[config.mk]
export PLATFORM = sky130hd
export DESIGN_NAME = websocket_frame_deframer_flat
export DESIGN_NICKNAME = d
export VERILOG_FILES = /design/src/rtl/wsd_pkg.sv /design/src/rtl/wsd_in_if.sv /design/src/rtl/wsd_out_if.sv /design/src/rtl/wsd_in_stage.sv /design/src/rtl/wsd_parser.sv /design/src/rtl/wsd_out_stage.sv /design/src/rtl/websocket_frame_deframer.sv /design/src/flat_wrapper.sv
export VERILOG_INCLUDE_DIRS = /design/src /design/src/rtl
export SDC_FILE = /design/constraint.sdc
export NUM_CORES = 1
export LEC_CHECK = 0
export BUFFER_PORTS_ARGS = -buffer_cell sky130_fd_sc_hd__buf_4
export CORE_ASPECT_RATIO = 2
export CORE_MARGIN = 2
export CORE_UTILIZATION = 43
export CTS_BUF_LIST = sky130_fd_sc_hd__clkbuf_8
export DETAILED_ROUTE_END_ITERATION = 16
export SLEW_MARGIN = 25
export SYNTH_ARGS = -nofsm -noshare
export SYNTH_HDL_FRONTEND = slang
export SYNTH_SLANG_ARGS = --single-unit
[constraint.sdc]
create_clock -name clk -period 3.05 [get_ports clk]
set_input_delay 0.1525 -clock clk [delete_from_list [all_inputs] [get_ports clk]]
set_output_delay 0.1525 -clock clk [all_outputs]
set_load 0.05 [all_outputs]
[src/rtl/websocket_frame_deframer_macros.svh]
// Assertion helpers for the deframer RTL
`ifndef WEBSOCKET_FRAME_DEFRAMER_MACROS_SVH
`define WEBSOCKET_FRAME_DEFRAMER_MACROS_SVH

// Clocked check, off while reset is asserted
`define WSD_ASSERT(lbl, clk, rst_n, prop, msg) \
    lbl: assert property (@(posedge clk) disable iff (!rst_n) prop) else $error(msg);

// Clocked check that also holds through reset
`define WSD_ASSERT_ALWAYS(lbl, clk, prop, msg) \
    lbl: assert property (@(posedge clk) prop) else $error(msg);

`endif

[src/rtl/wsd_pkg.sv]
`default_nettype none

package wsd_pkg;

    localparam int PHASE_W = 3;
    localparam int CNT_W   = 3;
    localparam int REM_W   = 64;
    localparam int KEY_W   = 32;

    localparam logic [PHASE_W-1:0] PH_HDR0 = 3'd0;
    localparam logic [PHASE_W-1:0] PH_HDR1 = 3'd1;
    localparam logic [PHASE_W-1:0] PH_EXT  = 3'd2;
    localparam logic [PHASE_W-1:0] PH_KEY  = 3'd3;
    localparam logic [PHASE_W-1:0] PH_DATA = 3'd4;

    localparam logic [6:0] LEN_EXT16 = 7'd126;
    localparam logic [6:0] LEN_EXT64 = 7'd127;

    localparam logic [CNT_W-1:0] EXT16_CNT = 3'd1;
    localparam logic [CNT_W-1:0] EXT64_CNT = 3'd7;
    localparam logic [CNT_W-1:0] KEY_CNT   = 3'd3;

    localparam logic [7:0] HDR_RESET = 8'h81;

    typedef struct packed {
        logic [7:0] payload_byte;
        logic       payload_valid;
        logic       frame_end;
        logic       fin_flag;
        logic [3:0] frame_opcode;
        logic [2:0] reserved_bits;
        logic       was_masked;
    } result_t;

endpackage

`default_nettype wire

[src/rtl/wsd_in_if.sv]
`default_nettype none

interface wsd_in_if;
    logic       valid;
    logic       ready;
    logic [7:0] in_byte;

    modport source (output valid, output in_byte, input ready);
    modport sink (input valid, input in_byte, output ready);
endinterface

`default_nettype wire

[src/rtl/wsd_out_if.sv]
`default_nettype none

interface wsd_out_if;
    logic       valid;
    logic       ready;
    logic [7:0] payload_byte;
    logic       payload_valid;
    logic       frame_end;
    logic       fin_flag;
    logic [3:0] frame_opcode;
    logic [2:0] reserved_bits;
    logic       was_masked;

    modport source (
        output valid, output payload_byte, output payload_valid, output frame_end,
        output fin_flag, output frame_opcode, output reserved_bits, output was_masked,
        input ready
    );
    modport sink (
        input valid, input payload_byte, input payload_valid, input frame_end,
        input fin_flag, input frame_opcode, input reserved_bits, input was_masked,
        output ready
    );
endinterface

`default_nettype wire

[src/rtl/wsd_in_stage.sv]
`default_nettype none

module wsd_in_stage (
    input  wire logic  clk,
    input  wire logic  rst_n,
    wsd_in_if.sink     ingress,
    input  wire logic  advance,
    output logic       byte_valid,
    output logic [7:0] byte_data
);

    logic       valid_reg;
    logic       valid_next;
    logic [7:0] byte_reg;
    logic       take;

    assign ingress.ready = !valid_reg || advance;
    assign take          = ingress.valid && ingress.ready;

    always_comb
    begin
        valid_next = valid_reg;
        if (take)
        begin
            valid_next = 1'b1;
        end
        else if (advance)
        begin
            valid_next = 1'b0;
        end
    end

    always_ff @(posedge clk or negedge rst_n)
    begin
        if (!rst_n)
        begin
            valid_reg <= 1'b0;
        end
        else
        begin
            valid_reg <= valid_next;
        end
    end

    always_ff @(posedge clk)
    begin
        if (take)
        begin
            byte_reg <= ingress.in_byte;
        end
    end

    assign byte_valid = valid_reg;
    assign byte_data  = byte_reg;

endmodule

`default_nettype wire

[src/rtl/wsd_parser.sv]
`default_nettype none

`include "websocket_frame_deframer_macros.svh"

module wsd_parser (
    input  wire logic         clk,
    input  wire logic         rst_n,
    input  wire logic         step,
    input  wire logic [7:0]   byte_data,
    output logic              res_valid,
    output wsd_pkg::result_t  res
);

    logic [wsd_pkg::PHASE_W-1:0] phase_reg, phase_next;
    logic [wsd_pkg::CNT_W-1:0]   cnt_reg, cnt_next;
    logic [wsd_pkg::REM_W-1:0]   rem_reg, rem_next;
    logic [wsd_pkg::KEY_W-1:0]   key_reg, key_next;
    logic [1:0]                  kidx_reg, kidx_next;
    logic [7:0]                  hdr_reg, hdr_next;
    logic                        mask_reg, mask_next;

    logic                        len_done;
    logic [wsd_pkg::REM_W-1:0]   len_val;
    logic                        emit;
    logic [7:0]                  out_data;
    logic                        out_pv;
    logic                        out_end;
    logic [6:0]                  len7;
    logic [wsd_pkg::REM_W-1:0]   rem_shift;
    logic [7:0]                  key_byte;

    assign len7      = byte_data[6:0];
    assign rem_shift = {rem_reg[wsd_pkg::REM_W-9:0], byte_data};

    always_comb
    begin
        case (kidx_reg)
            2'd0:    key_byte = key_reg[31:24];
            2'd1:    key_byte = key_reg[23:16];
            2'd2:    key_byte = key_reg[15:8];
            default: key_byte = key_reg[7:0];
        endcase
    end

    always_comb
    begin
        phase_next = phase_reg;
        cnt_next   = cnt_reg;
        rem_next   = rem_reg;
        key_next   = key_reg;
        kidx_next  = kidx_reg;
        hdr_next   = hdr_reg;
        mask_next  = mask_reg;
        len_done   = 1'b0;
        len_val    = rem_reg;
        emit       = 1'b0;
        out_data   = 8'd0;
        out_pv     = 1'b0;
        out_end    = 1'b0;

        case (phase_reg)
            wsd_pkg::PH_HDR1:
            begin
                mask_next = byte_data[7];
                if (len7 == wsd_pkg::LEN_EXT16 || len7 == wsd_pkg::LEN_EXT64)
                begin
                    rem_next   = '0;
                    cnt_next   = (len7 == wsd_pkg::LEN_EXT16) ? wsd_pkg::EXT16_CNT
                                                              : wsd_pkg::EXT64_CNT;
                    phase_next = wsd_pkg::PH_EXT;
                end
                else
                begin
                    len_val  = {{(wsd_pkg::REM_W-7){1'b0}}, len7};
                    rem_next = len_val;
                    len_done = 1'b1;
                end
            end
            wsd_pkg::PH_EXT:
            begin
                rem_next = rem_shift;
                len_val  = rem_shift;
                if (cnt_reg != '0)
                begin
                    cnt_next = cnt_reg - 1'b1;
                end
                else
                begin
                    len_done = 1'b1;
                end
            end
            wsd_pkg::PH_KEY:
            begin
                key_next = {key_reg[wsd_pkg::KEY_W-9:0], byte_data};
                if (cnt_reg != '0)
                begin
                    cnt_next = cnt_reg - 1'b1;
                end
                else
                begin
                    kidx_next = 2'd0;
                    if (rem_reg == '0)
                    begin
                        phase_next = wsd_pkg::PH_HDR0;
                        emit       = 1'b1;
                        out_end    = 1'b1;
                    end
                    else
                    begin
                        phase_next = wsd_pkg::PH_DATA;
                    end
                end
            end
            wsd_pkg::PH_DATA:
            begin
                out_data  = mask_reg ? (byte_data ^ key_byte) : byte_data;
                out_pv    = 1'b1;
                out_end   = (rem_reg == {{(wsd_pkg::REM_W-1){1'b0}}, 1'b1});
                emit      = 1'b1;
                kidx_next = kidx_reg + 2'd1;
                rem_next  = rem_reg - 1'b1;
                if (out_end)
                begin
                    phase_next = wsd_pkg::PH_HDR0;
                end
            end
            default:
            begin
                hdr_next   = byte_data;
                mask_next  = 1'b0;
                rem_next   = '0;
                cnt_next   = '0;
                kidx_next  = 2'd0;
                phase_next = wsd_pkg::PH_HDR1;
            end
        endcase

        // length known: go to key, payload, or emit the empty marker
        if (len_done)
        begin
            if (mask_next)
            begin
                phase_next = wsd_pkg::PH_KEY;
                cnt_next   = wsd_pkg::KEY_CNT;
            end
            else
            begin
                kidx_next = 2'd0;
                if (len_val == '0)
                begin
                    phase_next = wsd_pkg::PH_HDR0;
                    emit       = 1'b1;
                    out_end    = 1'b1;
                end
                else
                begin
                    phase_next = wsd_pkg::PH_DATA;
                end
            end
        end
    end

    always_ff @(posedge clk or negedge rst_n)
    begin
        if (!rst_n)
        begin
            phase_reg <= wsd_pkg::PH_HDR0;
            cnt_reg   <= '0;
            rem_reg   <= '0;
            key_reg   <= '0;
            kidx_reg  <= 2'd0;
            hdr_reg   <= wsd_pkg::HDR_RESET;
            mask_reg  <= 1'b0;
        end
        else if (step)
        begin
            phase_reg <= phase_next;
            cnt_reg   <= cnt_next;
            rem_reg   <= rem_next;
            key_reg   <= key_next;
            kidx_reg  <= kidx_next;
            hdr_reg   <= hdr_next;
            mask_reg  <= mask_next;
        end
    end

    assign res_valid         = step && emit;
    assign res.payload_byte  = out_data;
    assign res.payload_valid = out_pv;
    assign res.frame_end     = out_end;
    assign res.fin_flag      = hdr_reg[7];
    assign res.frame_opcode  = hdr_reg[3:0];
    assign res.reserved_bits = hdr_reg[6:4];
    assign res.was_masked    = mask_next;

    `WSD_ASSERT(a_data_nonzero, clk, rst_n,
        phase_reg == wsd_pkg::PH_DATA |-> rem_reg != '0, "payload phase with no bytes left")
    `WSD_ASSERT(a_marker_ends, clk, rst_n,
        res_valid && !res.payload_valid |-> res.frame_end, "empty marker without frame end")
    `WSD_ASSERT(a_end_to_hdr, clk, rst_n,
        res_valid && res.frame_end |=> phase_reg == wsd_pkg::PH_HDR0,
        "frame end not followed by header")
    `WSD_ASSERT(a_data_key0, clk, rst_n,
        $rose(phase_reg == wsd_pkg::PH_DATA) |-> kidx_reg == 2'd0, "payload starts off key byte zero")

endmodule

`default_nettype wire

[src/rtl/wsd_out_stage.sv]
`default_nettype none

module wsd_out_stage (
    input  wire logic              clk,
    input  wire logic              rst_n,
    input  wire logic              load,
    input  wire logic              res_valid,
    input  wire wsd_pkg::result_t  res,
    output logic                   can_load,
    wsd_out_if.source              egress
);

    logic             valid_reg;
    logic             valid_next;
    wsd_pkg::result_t res_reg;

    assign can_load = !valid_reg || egress.ready;

    always_comb
    begin
        valid_next = valid_reg;
        if (can_load)
        begin
            valid_next = load && res_valid;
        end
    end

    always_ff @(posedge clk or negedge rst_n)
    begin
        if (!rst_n)
        begin
            valid_reg <= 1'b0;
        end
        else
        begin
            valid_reg <= valid_next;
        end
    end

    always_ff @(posedge clk)
    begin
        if (load && res_valid)
        begin
            res_reg <= res;
        end
    end

    assign egress.valid         = valid_reg;
    assign egress.payload_byte  = res_reg.payload_byte;
    assign egress.payload_valid = res_reg.payload_valid;
    assign egress.frame_end     = res_reg.frame_end;
    assign egress.fin_flag      = res_reg.fin_flag;
    assign egress.frame_opcode  = res_reg.frame_opcode;
    assign egress.reserved_bits = res_reg.reserved_bits;
    assign egress.was_masked    = res_reg.was_masked;

endmodule

`default_nettype wire

[src/rtl/websocket_frame_deframer.sv]
// Channel   Dir  Word
// ingress   in   in_byte: raw frame stream byte
// egress    out  payload_byte, payload_valid, frame_end, header flags, was_masked
//
// One byte per cycle while egress is not stalled; a taken byte passes the input register, then the result register.
// The input register feeds the parser, whose phase and length update is combinational.
// Header, length and key bytes give no word on egress, but the last of them gives the end marker of an empty frame.
// egress.ready low with a word waiting holds the result register and the parser;
// the input register takes a byte only if it is empty, and ingress.ready is low while it is full.
// rst_n clears valid flags and resets parser state asynchronously: parser waits for a first header byte.

`default_nettype none

module websocket_frame_deframer (
    input  wire logic clk,
    input  wire logic rst_n,
    wsd_in_if.sink    ingress,
    wsd_out_if.source egress
);

    logic             byte_valid;
    logic [7:0]       byte_data;
    logic             can_load;
    logic             advance;
    logic             res_valid;
    wsd_pkg::result_t res;

    assign advance = byte_valid && can_load;

    wsd_in_stage u_in_stage (
        .clk        (clk),
        .rst_n      (rst_n),
        .ingress    (ingress),
        .advance    (advance),
        .byte_valid (byte_valid),
        .byte_data  (byte_data)
    );

    wsd_parser u_parser (
        .clk       (clk),
        .rst_n     (rst_n),
        .step      (advance),
        .byte_data (byte_data),
        .res_valid (res_valid),
        .res       (res)
    );

    wsd_out_stage u_out_stage (
        .clk       (clk),
        .rst_n     (rst_n),
        .load      (advance),
        .res_valid (res_valid),
        .res       (res),
        .can_load  (can_load),
        .egress    (egress)
    );

endmodule

`default_nettype wire
[src/flat_wrapper.sv]
// flat-port wrapper written by rule: the top's interface ports become plain ports
module websocket_frame_deframer_flat 
  (clk, rst_n, ingress_valid, ingress_in_byte, ingress_ready, egress_valid, egress_payload_byte, egress_payload_valid, egress_frame_end, egress_fin_flag, egress_frame_opcode, egress_reserved_bits, egress_was_masked, egress_ready);
  wsd_in_if ingress_i ();
  wsd_out_if egress_i ();
  input  wire logic clk;
  input  wire logic rst_n;
  input wire logic [$bits(ingress_i.valid)-1:0] ingress_valid;
  input wire logic [$bits(ingress_i.in_byte)-1:0] ingress_in_byte;
  output wire logic [$bits(ingress_i.ready)-1:0] ingress_ready;
  output wire logic [$bits(egress_i.valid)-1:0] egress_valid;
  output wire logic [$bits(egress_i.payload_byte)-1:0] egress_payload_byte;
  output wire logic [$bits(egress_i.payload_valid)-1:0] egress_payload_valid;
  output wire logic [$bits(egress_i.frame_end)-1:0] egress_frame_end;
  output wire logic [$bits(egress_i.fin_flag)-1:0] egress_fin_flag;
  output wire logic [$bits(egress_i.frame_opcode)-1:0] egress_frame_opcode;
  output wire logic [$bits(egress_i.reserved_bits)-1:0] egress_reserved_bits;
  output wire logic [$bits(egress_i.was_masked)-1:0] egress_was_masked;
  input wire logic [$bits(egress_i.ready)-1:0] egress_ready;
  assign ingress_i.valid = ingress_valid;
  assign ingress_i.in_byte = ingress_in_byte;
  assign ingress_ready = ingress_i.ready;
  assign egress_valid = egress_i.valid;
  assign egress_payload_byte = egress_i.payload_byte;
  assign egress_payload_valid = egress_i.payload_valid;
  assign egress_frame_end = egress_i.frame_end;
  assign egress_fin_flag = egress_i.fin_flag;
  assign egress_frame_opcode = egress_i.frame_opcode;
  assign egress_reserved_bits = egress_i.reserved_bits;
  assign egress_was_masked = egress_i.was_masked;
  assign egress_i.ready = egress_ready;
  websocket_frame_deframer u_core (.clk(clk), .rst_n(rst_n), .ingress(ingress_i), .egress(egress_i));
endmodule
==> results of run 1 <==
## metrics by stage
stage | util, % | cells
floorplan | - | 803
global placement | 47.83 | 1046
detailed placement | 47.83 | 1046
CTS | 50.48 | 1088
global route | 50.51 | 1088
finish | 50.51 | 1088
## layer usage
layer | vias to the layer above | routed length (um) | global-route usage [%]
met2 | 316 | 13540 | 48.12
met3 | 113 | 1232 | 4.207
met5 | - | 0 | 0
li1 | 3181 | - | -
met4 | 0 | 1637 | 16.74
met1 | 3469 | 8588 | 28.02
## what timing repair did
item                                    4_1_cts  5_1_grt
endpoints found under the setup margin        0        2
hold buffers                                 10        0
hold endpoints to repair                    122        0
resized for setup                             0        1
## Yosys cell counts (all sizes together), types with 9 or more instances
| library cell | number | area [um^2] |
|---|---|---|
| nor2 | 55 | 211.5 |
| nor4 | 20 | 167.7 |
| o21ai | 95 | 475.5 |
| mux2 | 40 | 450.4 |
| or3 | 9 | 56.30 |
| and3 | 12 | 75.07 |
| nor3 | 40 | 227.7 |
| clkbuf | 39 | 146.4 |
| a221o | 14 | 140.1 |
| ha | 9 | 112.6 |
| inv | 17 | 63.81 |
| a32oi | 9 | 78.83 |
| a22oi | 24 | 180.2 |
| edfxtp | 27 | 810.8 |
| nand3 | 22 | 110.1 |
| a21oi | 36 | 180.2 |
| xor2 | 14 | 122.6 |
| nand2 | 76 | 287.8 |
| dfrtp | 113 | 2828 |
| nand4 | 12 | 81.33 |
## critical path, stage by stage, from the launching register on
cell and delay [ns]:
sky130_fd_sc_hd__dfrtp_1 0.44, sky130_fd_sc_hd__or3_1 0.51, sky130_fd_sc_hd__nor4_1 0.50, sky130_fd_sc_hd__nand4_1 0.30, sky130_fd_sc_hd__nor3_1 0.30, sky130_fd_sc_hd__a221oi_1 0.16, sky130_fd_sc_hd__nor2_2 0.16, sky130_fd_sc_hd__buf_12 0.19
## logic make-up after synthesis
logic type / share of synthesized area (%)
AOI/OAI and AO/OA: 20.21
xor gates and xnor gates: 2.246
adders and majority gates: 1.444
buffers and inverters: 3.288
DFF: 47.32
muxes: 5.903
and+or+nand+nor: 19.59
## how the worst max path moves through the flow
stage | startpoint | to | slack [ns] | cells after the start
2_1_floorplan | u_core.u_in_stage.byte_data[6] | u_core.u_out_stage.egress.fin_flag | 0.08 | 7
3_3_place_gp | u_core.u_in_stage.byte_data[2] | u_core.u_out_stage.egress.payload_valid | 0.30 | 7
3_5_place_dp | u_core.u_in_stage.byte_data[2] | u_core.u_out_stage.egress.reserved_bits[2] | 0.27 | 7
4_1_cts | u_core.u_in_stage.byte_data[2] | u_core.u_out_stage.egress.payload_byte[2] | 0.24 | 7
5_1_grt | u_core.u_parser.rem_reg[9] | u_core.u_out_stage.egress.frame_opcode[1] | 0.07 | 7
6_report | u_core.u_parser.rem_reg[17] | u_core.u_out_stage.egress.payload_byte[4] | 0.20 | 7
## area by class of cell
type / count / area (um^2)
fill: 1657 / 8801
multi-input combinational: 597 / 3880
sequential: 142 / 3691
timing repair buffer: 86 / 708.2
tap: 213 / 266.5
clock buffer: 17 / 234.0
clock inverter: 15 / 136.4
inverter: 18 / 67.56
==> results.yml, run 1 <==
synthesis:
  synth_seq_cells: 142
  ys_warn_count: 0
  mappedNetlistNets: 824
  mappedNetlistArea_um2: 7800
  sequential_share_of_the_synthesized_area_pct: 47.32
  postSynth.asyncResetShare_pct: 80.99
  synth_cells: 803
  post_synth_num_cell_types: 72
  synthFlopType: "sky130_fd_sc_hd__dfrtp_1"
  synth_edf_count: 27
  synth.avg_cell_area_um2: 9.714
min_path:
  worst_hold_startpoint: "egress_ready"
  min_to: "u_core.u_out_stage.egress.valid"
  hp-class: "input pin to register"
  cells_on_worst_hold_path: 3
floorplanning:
  start_util_pct: 43.86
  placementRows: 69
  die_w_um: 99.24
  core_outline_area_um2: 17780
  die_h_um: 194.5
  io-pin-count: 33
  die-area_um2: 19300
critical_path:
  critical_path_required_ns: 3.21
  cp-end-kind: "register"
  worst-setup-path-type: "register to register"
  rr_endpoint: "u_core.u_out_stage.egress.payload_byte[4]"
  critical_path_peak_fanout: 19
  rr_startpoint: "u_core.u_parser.rem_reg[17]"
  timing.critical_path.arrival_ns: 3.01
  r2r_setup_slack_ns: 0.20
  critical_path.startpoint_type: "register"
  reg2reg_depth: 7
detailed_routing:
  postRouteAntennaNets: 0
  first_iter_violations: 585
  vias_per_cell: 6.506
  dr_total_vias: 7079
  wl_um: 25000
  detail_route.drc_violations: 0
  drt_first_pass_iters: 7
  routed_wire_length_per_instance_um: 22.98
cts:
  clock_latency_ns: 0.46
  number_of_h_tree_branching_levels: 4
  root_buffer: "sky130_fd_sc_hd__clkbuf_8"
  cts.reportedPaths.clkPinSlew_ns: 0.09
  cts.sink_count: 142
  ctsLongestPathBuffers: 2
  tritoncts.num_buffers: 17
  tritoncts: "built"
  postCtsSetupBuffers: 0
sta:
  final_max_slew_viol_count: 0
  finalSetupTns_ns: 0
  rsz0062_at_grt: "false"
  finClkSkew_ns: 0.02099
  fmax_mhz: 351.2
  fin_crit_ns: 2.847
  total_count_of_hold_check_failures_in_the_final_report: 0
  worst_hold_slack_ns: 0.06166
  worst_pin_slew_ns: 0.9013
  setup-violations-final: 0
  timing.max_slew.rel_slack_pct: 39.13
  min_period_over_period_pct: 93.35
  worst_path_setup_slack_after_routing_ns: 0.2029
global_routing:
  first_global_vias: 7327
  grt_util_all_layers_pct: 26.63
  antenna_found_initial: 0
  grt_overflow_total: 0
  grt_max_degree: 116
  global_route_wire_length_before_repair_um: 39780
final_layout:
  largest_reg_flops: 64
  insertedDiodeCount: 0
  postLayoutCellArea_um2: 8984
  layout_cell_share_with_drive_strength_beyond_1_pct: 19.66
  layout.cells.most_common: "sky130_fd_sc_hd__dfrtp_1"
  commonest_cells_after_routing_fill_and_taps_aside: "sky130_fd_sc_hd__dfrtp_1, sky130_fd_sc_hd__o21ai_0, sky130_fd_sc_hd__nand2_1, sky130_fd_sc_hd__buf_4, sky130_fd_sc_hd__nor2_1"
  nets: 883
  relative_area_change_from_synthesis_to_final_layout_pct: 15.17
job:
  max-cap-violations: 0
placement:
  placedInstanceArea_um2: 8507
  io_buffers: 32
  gp_routability_congestion: 0.9365
  dpl_worst_slack_ns: 0.2680
  dp.final_hpwl_um: 17870
outcome:
  status: "complete, no violations"
Power of run 1 is not shown: default switching activity piles up to over one toggle a cycle in this logic, so the estimate is an artifact.
==> run 2: changes to the inputs <==
--- a/config.mk
+++ b/config.mk
@@ -7,12 +7,16 @@
 export NUM_CORES = 1
 export LEC_CHECK = 0
 export BUFFER_PORTS_ARGS = -buffer_cell sky130_fd_sc_hd__buf_4
+export CELL_PAD_IN_SITES_DETAIL_PLACEMENT = 1
+export CELL_PAD_IN_SITES_GLOBAL_PLACEMENT = 1
 export CORE_ASPECT_RATIO = 2
 export CORE_MARGIN = 2
 export CORE_UTILIZATION = 43
 export CTS_BUF_LIST = sky130_fd_sc_hd__clkbuf_8
+export CTS_CLUSTER_DIAMETER = 100
 export DETAILED_ROUTE_END_ITERATION = 16
-export SLEW_MARGIN = 25
+export PLACE_DENSITY_LB_ADDON = 0.1
+export SLEW_MARGIN = 20
 export SYNTH_ARGS = -nofsm -noshare
 export SYNTH_HDL_FRONTEND = slang
 export SYNTH_SLANG_ARGS = --single-unit
==> results.yml, run 2 (same netlist as run 1, synthesis figures left out) <==
outcome:
  status: "complete, no violations"
sta:
  total_count_of_hold_check_failures_in_the_final_report: 0
  worst_pin_slew_ns: 0.6823
  setup-violations-final: 0
  fin_crit_ns: 2.813
  fmax_mhz: 355.4
  timing.max_slew.rel_slack_pct: 54.35
  rsz0062_at_grt: "false"
  finalSetupTns_ns: 0
  min_period_over_period_pct: 92.24
  finClkSkew_ns: 0.01573
  final_max_slew_viol_count: 0
job:
  max-cap-violations: 0
cts:
  number_of_h_tree_branching_levels: 4
  cts.sink_count: 142
  tritoncts.num_buffers: 17
  cts.reportedPaths.clkPinSlew_ns: 0.08
  root_buffer: "sky130_fd_sc_hd__clkbuf_8"
  ctsLongestPathBuffers: 2
  clock_latency_ns: 0.47
  tritoncts: "built"
critical_path:
  r2r_setup_slack_ns: 0.24
  worst-setup-path-type: "register to register"
  critical_path.cell_chain: "or4_1 -> nor4_1 -> or4b_1 -> o31ai_2 -> a221oi_1 -> nor2_2 -> buf_12"
  critical_path.startpoint_type: "register"
  critical_path_peak_fanout: 19
  rr_startpoint: "u_core.u_in_stage.byte_data[2]"
  critical_path_required_ns: 3.22
  critPathCapture: "u_core.u_out_stage.egress.payload_byte[0]"
  timing.critical_path.slowest_cell_delay_ns: 0.54
  rr_endpoint: "u_core.u_out_stage.egress.payload_byte[0]"
  slowest_cell_on_the_critical_path: "sky130_fd_sc_hd__or4_1"
  crit_start: "u_core.u_in_stage.byte_data[2]"
  timing.critical_path.depth: 7
  cp.buffers_inverters: 1
  reg2reg_depth: 7
  critical-path-top-delay-family: "simple AND/OR/NAND/NOR gates"
  timing.critical_path.arrival_ns: 2.98
  cp-end-kind: "register"
floorplanning:
  io-pin-count: 33
  placementRows: 69
  die-area_um2: 19300
  die_w_um: 99.24
  start_util_pct: 43.86
  core_outline_area_um2: 17780
  die_h_um: 194.5
detailed_routing:
  vias_per_cell: 6.547
  wl_um: 29050
  routed_wire_length_per_instance_um: 26.36
  drt_first_pass_iters: 5
  postRouteAntennaNets: 0
  first_iter_violations: 414
  dr_total_vias: 7215
  detail_route.drc_violations: 0
global_routing:
  global_route_wire_length_before_repair_um: 45540
  first_global_vias: 7999
  grt_util_all_layers_pct: 31.05
  grt_overflow_total: 0
  grt_max_degree: 116
  antenna_found_initial: 0
final_layout:
  largest_reg_flops: 64
  layout.cells.most_common: "sky130_fd_sc_hd__dfrtp_1"
  layout_cell_share_with_drive_strength_beyond_1_pct: 21.03
  commonest_cells_after_routing_fill_and_taps_aside: "sky130_fd_sc_hd__dfrtp_1, sky130_fd_sc_hd__o21ai_0, sky130_fd_sc_hd__buf_4, sky130_fd_sc_hd__nand2_1, sky130_fd_sc_hd__nor2_1"
  utilization_pct: 51.70
  fill_cells: 2006
  insertedDiodeCount: 0
  relative_area_change_from_synthesis_to_final_layout_pct: 17.89
  nets: 897
placement:
  gp_routability_congestion: 0.9783
  dp.final_hpwl_um: 21030
  io_buffers: 32
min_path:
  worst_hold_startpoint: "egress_ready"
  hp-class: "input pin to register"
-- run 2: changes by cell type in the layout (fill, tap and decap cells not counted), sizes merged --
cell and delta:
bufinv +4, inv +3, clkinvlp -5, clkinv -2, buf +14
-- run 2: final cells by class --
cell class                      instances  area, um^2  share of cell area (%)
Multi-Input combinational cell        597        3880                   42.20
Clock buffer                           17       234.0                   2.545
Tap cell                              213       266.5                   2.898
Inverter                               18       67.56                  0.7348
Sequential cell                       142        3691                   40.14
Timing Repair Buffer                  100       825.8                   8.981
Clock inverter                         15       230.2                   2.504
-- run 2: tightest hold or removal path: cells and delay by family --
| family | cells | cell delay, ns |
|---|---|---|
| compound gates | 1 | 0.09 |
| buf+inv | 1 | 0.09 |
| simple gates | 1 | 0.16 |
-- run 2: stage by stage --
step	instance area (um^2)	hold slack, ns	instances	setup WS, ns
2_1_floorplan	7802	-0.1431	803	0.07528
3_3_place_gp	8625	0.2960	1060	0.2696
3_5_place_dp	8625	0.3056	1060	0.2475
4_1_cts	9189	0.04179	1102	0.2365
5_1_grt	9195	0.07020	1102	0.1073
6_report	9195	0.06937	1102	0.2367
-- run 2: worst min path at each step --
stage	depth (start not counted)	end	slack [ns]
after global routing	3	u_core.u_out_stage.egress.valid	0.07
final	3	u_core.u_out_stage.egress.valid	0.07
after CTS	3	u_core.u_out_stage.egress.valid	0.04
after floorplan	0	u_core.u_in_stage.byte_valid	-0.14
after detailed placement	2	u_core.u_parser.rem_reg[26]	0.31
after global placement	2	u_core.u_parser.rem_reg[36]	0.30
-- run 2: metal layers --
| metal | vias up | wire length, um | track usage, % |
|---|---|---|---|
| li1 | 3198 | - | - |
| met1 | 3669 | 9569 | 30.25 |
| met2 | 224 | 16450 | 58.53 |
| met3 | 124 | 938 | 4.099 |
| met4 | 0 | 2086 | 21.06 |
| met5 | - | 0 | 0 |
-- run 2: repair_timing --
action | 4_1_cts | 5_1_grt
gates resized for setup | 0 | 1
endpoints found under the hold margin | 122 | 0
setup buffers | 0 | 0
hold buffers | 10 | 0
setup endpoints to repair | 0 | 19
Power of run 2 is left out for the same reason.
